[config.mk]
export PLATFORM = sky130hd
export DESIGN_NAME = bta_ram
export DESIGN_NICKNAME = d
export VERILOG_FILES = /design/src/hw/rtl/bta_ram.sv
export SDC_FILE = /design/constraint.sdc
export NUM_CORES = 1
export LEC_CHECK = 0
export BUFFER_PORTS_ARGS = -buffer_cell sky130_fd_sc_hd__buf_2
export CAP_MARGIN = 5
export CORE_MARGIN = 4
export CORE_UTILIZATION = 60
export CTS_CLUSTER_SIZE = 12
export DETAILED_ROUTE_END_ITERATION = 7
export PLACE_DENSITY = 0.78
export SKIP_LAST_GASP = 1
export SLEW_MARGIN = 10
export SYNTH_ARGS = -nofsm -noshare
export SYNTH_HDL_FRONTEND = slang
export SYNTH_SLANG_ARGS = --single-unit
export TNS_END_PERCENT = 50
[constraint.sdc]
create_clock -name clk -period 2.3 [get_ports clk]
set_clock_uncertainty 0.2 [all_clocks]
set_input_delay 0.46 -clock clk [delete_from_list [all_inputs] [get_ports clk]]
set_output_delay 0.46 -clock clk [all_outputs]
set_load 0.05 [all_outputs]
[src/hw/rtl/bta_ram.sv]
module bta_ram #(
	parameter int WIDTH  = 8,
	parameter int DEPTH  = 16,
	parameter int ADDR_W = (DEPTH > 1) ? $clog2(DEPTH) : 1
) (
	input  logic              clk,
	input  logic              we,
	input  logic [ADDR_W-1:0] waddr,
	input  logic [WIDTH-1:0]  wdata,
	input  logic [ADDR_W-1:0] raddr,
	output logic [WIDTH-1:0]  rdata
);

	logic [WIDTH-1:0] mem_q [DEPTH];
	logic [WIDTH-1:0] rdata_q;

	always_ff @(posedge clk) begin
		if (we) begin
			mem_q[waddr] <= wdata;
		end
		rdata_q <= mem_q[raddr];
	end

	assign rdata = rdata_q;

endmodule

==> results of run 1 <==
[layer usage]
metal	track usage, %	vias to the layer above	share of wire, %
met1	31.6	1294	40
met2	32.6	133	48
met4	10.9	0	2.9
met5	0	-	0
met3	6.64	23	8.4
li1	-	1081	-
[area by class of cell]
cell class / instances / share of cell area [%]
tap: 105 / 2.13
sequential: 136 / 64.8
timing repair buffer: 44 / 4.74
clock buffer: 20 / 7.21
multi-input combinational: 83 / 17.1
clock inverter: 12 / 3.97
[flip-flops by register name, summed over array words and instances (netlist names)]
| signal | flops |
|---|---|
| mem_q | 128 |
| rdata | 8 |
[cell usage after synthesis, drive strengths merged]
cell type and n:
a22oi 16, and2 1, and2b 1, buf 7, clkdlybuf4s25 3, dfxtp 8, edfxtp 128, mux4 32
nand2 9, nand2b 2, nand3 1, nand3b 2, nor2 13, nor2b 1, nor3 4, or3b 1
[logic make-up after synthesis]
kind of cell / synth area share, %
flip-flops: 77.8
multiplexers: 15.0
AO/OA/AOI/OAI: 2.33
buffers and inverters: 1.68
AND/OR/NAND/NOR: 3.18
[worst paths after layout]
path	endpoint	slack, ps	cells past startpoint
setup / recovery	rdata[3]	500	1
hold / removal	mem_q[7][5]	130	1
setup reg to reg	rdata[6]	590	3
hold reg to reg	rdata[1]	480	3
[power by group through the flow]
stage | clock network [W] | logic, W | registers, W
after CTS | 0.00318 | 0.000312 | 0.00279
after global placement | 0 | 0.000301 | 0.00284
final | 0.00316 | 0.000310 | 0.00279
after detailed placement | 0 | 0.000305 | 0.00284
after floorplan | 0 | 0.000141 | 0.00289
after global routing | 0.00330 | 0.000330 | 0.00279
[per-stage QoR]
step                      cells  cell area [µm²]  worst slack (ps)  utilization, %  hold slack, ps
after CTS                   400             6180               480            74.4             115
final                       400             6180               502            74.4             134
after detailed placement    368             5490               186            66.1             466
after floorplan             229             5150               147               -             359
after global placement      368             5490               187            66.1             455
after global routing        400             6180               467            74.4             118
==> impl_metrics.toml, run 1 <==
[power]
power.static_leakage_nw = 2.14
report.power.total_w = 0.00626
worst_ir_drop_vdd_mv = 0.829
clock_network_fraction_of_total_power_pct = 50.5
share_seq_of_total_power_pct = 44.6
power_density_nw_per_um2 = 1010
p_sw_share_pct = 19.6
share_comb_of_total_power_pct = 5.0
netSwitchingPower_w = 0.00123
power.internal_w = 0.00503

[cells_and_area]
filler_cell_count = 451
final_common_cell = "edfxtp_1"
layout-drive-gt1-share_pct = 31.9
layout.area.seq_um2 = 4000
fin_nets = 300
layout_common_cells = "edfxtp_1, buf_2, mux4_2"
multi_input_comb_area_um2 = 1060
num_antenna_cells = 0
layout-area-overhead-vs-synth_pct = 20.0

[floorplanning]
core_area_um2 = 8300
total_i_o_pin_count = 26
num_rows = 33
starting_density_of_the_core_pct = 62.0
dieWidth_um = 101
die-area_um2 = 10100
die_span_in_y_um = 101

[clock_network]
clock_latency_on_the_worst_skew_pair_ps = 520
cts_tree = "built"
cts_resized = 0
cts_buffer_depth = 2
root_buffer = "clkbuf_8"
post_cts.repair.setup_buffers = 0
h_tree_level_count = 4
ctsHoldBuffers = 0
number_of_buffers_created_by_cts = 17
numClockSinks = 136
clk_slew_on_worst_s_h_paths_ps = 60

[routing]
wl_per_cell_um = 25.3
first_pass_iters = 6
routed_wirelength_mm = 10.1
drt-initial-drc-count = 235
ant_nets = 0
viasPerCell = 6.33
remaining_drc_errors = 0
routed-via-count = 2531

[sta]
slew_headroom_pct = 51.9
tightestPinTransition_ps = 719
layout_min_cycle_time_ps = 1800
setup_viol_count_final = 0
final_min_period_over_clock_period_pct = 78.2
maxClockFrequency_ghz = 0.556
rsz_0062_raised_after_global_routing = "no"
setup-tns-final_ps = 0
report.final.slew_viol_count = 0
report.final.hold_viol_count = 0

[worst_setup_path]
critical_path_arrival_ps = 1140
timing.critical_path.cells = "buf_2"
required_ps = 1640
setup.worst_path.start_class = "flip-flop"
crit_path_top_delay_cell = "dfxtp_1"
worstPathBufferInverterCount = 1
critical_path_max_stage_delay_ps = 350
timing.critical_path.max_delay_family = "flip-flops"
critPathMaxFanout = 1
setup.worst_path.class = "reg -> out"
r2r_start = "mem_q[10][6]"
cp-startpoint = "rdata[3]"
endpoint_kind = "output port"

[grt]
grt_max_degree = 33
grt_remaining_overflow = 0
grt_antenna_before_repair = 0
first_global_vias = 2627
grt_util_all_layers_pct = 22.4
grt_first_pass_wirelength_mm = 15.6

[synthesis]
ys_warn_count = 0
synth_area_leader_cell = "edfxtp_1"
synth.top_cells.by_area = "edfxtp_1, mux4_2, mux4_1"
synth.yosys.seq_area_share_pct = 77.8
ys_ff_latch = 136
syn_area_per_cell_um2 = 22.5
synth_top_area_share_pct = 74.7
post_synth_num_cell_types = 19
netlist_area_um2 = 5150
synthCells = 229
postSynthNetCount = 247

[min_path]
class_of_the_worst_hold_path = "in -> reg"
hold_start = "wdata[5]"

[flow_run]
max-cap-violations = 0

[placement]
portBuffers = 25
weighted_congestion_at_the_end_of_routability_driven_global_placement = 0.745
detailedPlacementHpwl_mm = 5.48

[run_status]
run_status = "complete, no violations"
(Power assumes the default switching activity.)
==> run 2, diff against run 1 <==
--- a/config.mk
+++ b/config.mk
@@ -8,10 +8,10 @@
 export BUFFER_PORTS_ARGS = -buffer_cell sky130_fd_sc_hd__buf_2
 export CAP_MARGIN = 5
 export CORE_MARGIN = 4
-export CORE_UTILIZATION = 60
+export CORE_UTILIZATION = 54
 export CTS_CLUSTER_SIZE = 12
 export DETAILED_ROUTE_END_ITERATION = 7
-export PLACE_DENSITY = 0.78
+export PLACE_DENSITY = 0.74
 export SKIP_LAST_GASP = 1
 export SLEW_MARGIN = 10
 export SYNTH_ARGS = -nofsm -noshare
==> constraint.sdc (replaced) <==
create_clock -name clk -period 1.5 [get_ports clk]
set_clock_uncertainty 0.2 [all_clocks]
set_input_delay 0.3 -clock clk [delete_from_list [all_inputs] [get_ports clk]]
set_output_delay 0.3 -clock clk [all_outputs]
set_load 0.05 [all_outputs]
==> impl_metrics.toml, run 2 (synthesis results as in run 1) <==
[run_status]
run_status = "finished with violations"
violations = "setup timing"

[min_path]
class_of_the_worst_hold_path = "in -> reg"
hold_path_depth = 4
hold_start = "raddr[3]"
holdPathEnd = "rdata[2]"

[worst_setup_path]
crit_path_top_delay_cell = "mux4_2"
timing.critical_path.cells = "mux4_2, a22oi_2, nand2_1"
critical_path_arrival_ps = 1740
required_ps = 1690
reg2reg_setup_slack_ps = -40
worst-path-stages = 3
rr_worst_depth = 3
r2r_start = "mem_q[0][3]"
setup.worst_path.start_class = "flip-flop"
critical_path.reg2reg.endpoint = "rdata[3]"
critical_path_max_stage_delay_ps = 480
worstPathBufferInverterCount = 0
setup.worst_path.class = "reg -> reg"
timing.critical_path.max_delay_family = "multiplexers"
critPathMaxFanout = 1
endpoint_kind = "flip-flop"

[clock_network]
clk_slew_on_worst_s_h_paths_ps = 60
numClockSinks = 136
cts_tree = "built"
h_tree_level_count = 4
cts_buffer_depth = 2
number_of_buffers_created_by_cts = 17
post_cts.repair.setup_buffers = 0
clock_latency_on_the_worst_skew_pair_ps = 510
root_buffer = "clkbuf_8"

[cells_and_area]
top_register = "mem_q"
layout-drive-gt1-share_pct = 42.2
num_antenna_cells = 0
fin_nets = 325
filler_cell_count = 547
layout-area-overhead-vs-synth_pct = 25.3
final_cells = 449
layout_common_cells = "edfxtp_1, buf_4, mux4_2"
final_common_cell = "edfxtp_1"
largest_register_ff_count = 128

[sta]
layout_min_cycle_time_ps = 1540
rsz_0062_raised_after_global_routing = "yes"
timing.final.ws_setup_ps = -42.4
report.final.slew_viol_count = 0
final_min_period_over_clock_period_pct = 103
tightestPinTransition_ps = 908
maxClockFrequency_ghz = 0.648
report.final.hold_viol_count = 0
fin_worst_hold_slack_ps = 122
setup_viol_count_final = 6
slew_headroom_pct = 39.3

[routing]
wl_per_cell_um = 22.3
ant_nets = 0
drt-initial-drc-count = 156
routed_wirelength_mm = 10.0
remaining_drc_errors = 0
viasPerCell = 5.56
first_pass_iters = 4
routed-via-count = 2496

[grt]
grt_max_degree = 20
first_global_vias = 2754
grt_remaining_overflow = 0
grt_antenna_before_repair = 0
grt_util_all_layers_pct = 19.9
grt_first_pass_wirelength_mm = 15.9

[placement]
dp_slack_ps = -470
weighted_congestion_at_the_end_of_routability_driven_global_placement = 0.764
detailedPlacementHpwl_mm = 6.31
number_of_cells_after_detailed_placement = 409
portBuffers = 25

[floorplanning]
total_i_o_pin_count = 26
die_span_in_y_um = 106
num_rows = 35
dieWidth_um = 106
core_area_um2 = 9240
starting_density_of_the_core_pct = 55.7
die-area_um2 = 11200

[flow_run]
max-cap-violations = 0

[power]
report.power.total_w = 0.00863
power_density_nw_per_um2 = 1340
worst_ir_drop_vdd_mv = 0.528
power.static_leakage_nw = 2.19
-- run 2: changes by cell type in the layout (fill, tap and decap cells not counted), sizes merged --
| cell | before | now |
|---|---|---|
| clkinvlp | 1 | 4 |
| inv | 1 | 3 |
| clkinv | 3 | 5 |
| clkbuf | 20 | 19 |
| dlygate4sd3 | 0 | 8 |
| bufinv | 7 | 1 |
| buf | 44 | 61 |
-- run 2: metrics by stage --
| step | instance area [µm²] | utilization (%) | setup TNS (ps) |
|---|---|---|---|
| floorplan | 5190 | - | -4580 |
| global placement | 5730 | 62.1 | -15670 |
| detailed placement | 5730 | 62.1 | -16370 |
| CTS | 6440 | 69.7 | -402 |
| global route | 6450 | 69.8 | -568 |
| finish | 6450 | 69.8 | -100 |
-- run 2: worst max path at each step --
stage / startpoint / end / slack (ps)
floorplan: waddr[3] / mem_q[4][0] / -190
finish: mem_q[0][3] / rdata[3] / -40
global placement: raddr[0] / rdata[3] / -450
detailed placement: raddr[0] / rdata[3] / -470
global route: mem_q[0][3] / rdata[3] / -70
CTS: rdata[6] / rdata[6] / -60
-- run 2: layout make-up --
class	instances	area (µm²)	share of cell area (%)
Multi-Input combinational cell	83	1120	17.3
Clock inverter	13	123	1.90
Timing Repair Buffer	69	612	9.49
Clock buffer	19	422	6.54
Sequential cell	136	4010	62.3
Tap cell	129	161	2.50
-- run 2: per-layer routing --
layer / global-route usage, % / share of wire (%) / up-vias
met5: 0 / 0 / -
met4: 8.23 / 1.6 / 0
met3: 5.63 / 5.3 / 12
met2: 32.5 / 53 / 86
met1: 25.4 / 40 / 1272
li1: - / - / 1126
-- run 2: timing repair --
action	CTS	global route
endpoints found under the setup margin	14	16
endpoints found under the hold margin	128	0
hold buffers	8	0
resized for setup	31	9
pin swaps	1	3
-- run 2: tightest hold or removal path, cell delays in order --
cell     delay [ps]
buf_2           100
nor2_1          130
a22oi_2         190
nand2_1          70
-- run 2: power breakdown --
part           internal, W  total [W]  switching, W
registers          0.00425    0.00429     0.0000361
logic             0.000274   0.000608      0.000335
clock network      0.00221    0.00373       0.00152
total              0.00674    0.00863       0.00189
==> run 3, diff against run 2 <==
--- a/config.mk
+++ b/config.mk
@@ -11,7 +11,7 @@
 export CORE_UTILIZATION = 54
 export CTS_CLUSTER_SIZE = 12
 export DETAILED_ROUTE_END_ITERATION = 7
-export PLACE_DENSITY = 0.74
+export PLACE_DENSITY = 0.85
 export SKIP_LAST_GASP = 1
 export SLEW_MARGIN = 10
 export SYNTH_ARGS = -nofsm -noshare
==> impl_metrics.toml, run 3 (synthesis results as in run 1) <==
[placement]
detailed_place.area_um2 = 5760
number_of_cells_after_detailed_placement = 406
detailedPlacementHpwl_mm = 6.51
weighted_congestion_at_the_end_of_routability_driven_global_placement = 0.770
portBuffers = 25

[cells_and_area]
layout-area-overhead-vs-synth_pct = 26.3
filler_cell_count = 541
layout-drive-gt1-share_pct = 39.4
multi_input_comb_area_um2 = 1120
largest_register_ff_count = 128
fin_nets = 322
final_cells = 446
finish.instance_area_um2 = 6500
num_antenna_cells = 0
layout_common_cells = "edfxtp_1, buf_4, mux4_2"
top_register = "mem_q"
layout.area.seq_um2 = 4010
final_common_cell = "edfxtp_1"

[power]
share_comb_of_total_power_pct = 7.0
report.power.total_w = 0.00888
power_density_nw_per_um2 = 1370
worst_ir_drop_vdd_mv = 0.851
clock_network_fraction_of_total_power_pct = 44.6
share_seq_of_total_power_pct = 48.4
p_sw_share_pct = 20.8
power.internal_w = 0.00704
power.static_leakage_nw = 2.22
netSwitchingPower_w = 0.00184

[worst_setup_path]
critical_path_max_stage_delay_ps = 500
setup.worst_path.class = "reg -> reg"
critical_path_arrival_ps = 1760
critPathMaxFanout = 1
setup.worst_path.start_class = "flip-flop"
timing.critical_path.cells = "mux4_2, a22oi_2, nand2_2"
reg2reg_setup_slack_ps = -70
critical_path.reg2reg.endpoint = "rdata[6]"
r2r_start = "mem_q[0][6]"
crit_path_top_delay_cell = "mux4_2"
required_ps = 1690
endpoint_kind = "flip-flop"
rr_worst_depth = 3

[routing]
remaining_drc_errors = 0
ant_nets = 0
first_pass_iters = 4
routed-via-count = 2636
viasPerCell = 5.91
routed_wirelength_mm = 11.3
drt-initial-drc-count = 224
wl_per_cell_um = 25.4

[sta]
report.final.slew_viol_count = 0
report.final.hold_viol_count = 0
final_min_period_over_clock_period_pct = 105
layout_min_cycle_time_ps = 1570
maxClockFrequency_ghz = 0.635
tightestPinTransition_ps = 897
slew_headroom_pct = 40.0
rsz_0062_raised_after_global_routing = "yes"
setup_viol_count_final = 10
timing.final.ws_setup_ps = -73.6

[clock_network]
clock_latency_on_the_worst_skew_pair_ps = 510
numClockSinks = 136
root_buffer = "clkbuf_8"
cts_tree = "built"
number_of_buffers_created_by_cts = 17
h_tree_level_count = 4
cts_buffer_depth = 2
clk_slew_on_worst_s_h_paths_ps = 60

[floorplanning]
die_span_in_y_um = 106
num_rows = 35
dieWidth_um = 106
core_area_um2 = 9240
die-area_um2 = 11200
total_i_o_pin_count = 26
starting_density_of_the_core_pct = 55.7

[grt]
first_global_vias = 2763
grt_max_degree = 17
grt_util_all_layers_pct = 22.4
grt_first_pass_wirelength_mm = 17.4
grt_antenna_before_repair = 1
grt_remaining_overflow = 0

[min_path]
class_of_the_worst_hold_path = "in -> reg"
hold_start = "waddr[3]"
holdPathEnd = "mem_q[1][6]"
hold_path_depth = 3

[run_status]
run_status = "finished with violations"
violations = "setup timing"

[flow_run]
max-cap-violations = 0
==> run 3: layout make-up <==
class                           count  share of cell area [%]
Tap cell                          129                    2.48
Clock buffer                       21                    6.60
Timing Repair Buffer               66                    10.0
Sequential cell                   136                    61.7
Multi-Input combinational cell     83                    17.2
Clock inverter                     11                    2.02
==> run 3: per-stage QoR <==
| step | hold WS [ps] | setup WS [ps] | TNS [ps] | util, % |
|---|---|---|---|---|
| floorplan | 199 | -192 | -4580 | - |
| global placement | 447 | -399 | -15380 | 62.4 |
| detailed placement | 463 | -472 | -17980 | 62.4 |
| CTS | 105 | -92.4 | -808 | 69.9 |
| global route | 129 | -114 | -791 | 70.4 |
| finish | 125 | -73.6 | -265 | 70.4 |
==> run 3: critical path, delay by kind of cell (launching register included) <==
kind	cells	cell delay (ps)
and+or+nand+nor	1	100
muxes	1	500
DFF	1	440
AOI/OAI and AO/OA	1	200
==> run 3: power by group through the flow <==
stage                     logic, W  registers [W]  clock network, W
after floorplan           0.000222        0.00443                 0
after global placement    0.000519        0.00435                 0
after detailed placement  0.000537        0.00436                 0
after CTS                 0.000599        0.00429           0.00401
after global routing      0.000656        0.00430           0.00418
final                     0.000620        0.00430           0.00396
==> run 3: worst max-delay path by stage <==
stage,startpoint,to,slack [ps],depth (start not counted)
2_1_floorplan,waddr[3],mem_q[4][0],-190,2
5_1_grt,mem_q[3][7],rdata[7],-110,3
6_report,mem_q[0][6],rdata[6],-70,3
3_5_place_dp,raddr[0],rdata[5],-470,5
4_1_cts,mem_q[0][6],rdata[6],-90,3
3_3_place_gp,raddr[0],rdata[1],-400,6
==> run 3: metal layers <==
layer / wire [µm] / GRT usage, % / vias up
li1: - / - / 1118
met1: 4440 / 29.3 / 1374
met2: 5860 / 35.7 / 116
met3: 712 / 5.82 / 26
met4: 310 / 10.2 / 2
met5: 13 / 0 / -
==> run 3: repair_timing <==
action,in CTS,in global routing
hold buffers,8,0
setup endpoints to repair,16,16
buffers inserted,0,0
pin swaps,8,1
hold endpoints to repair,128,0
resized for setup,23,21
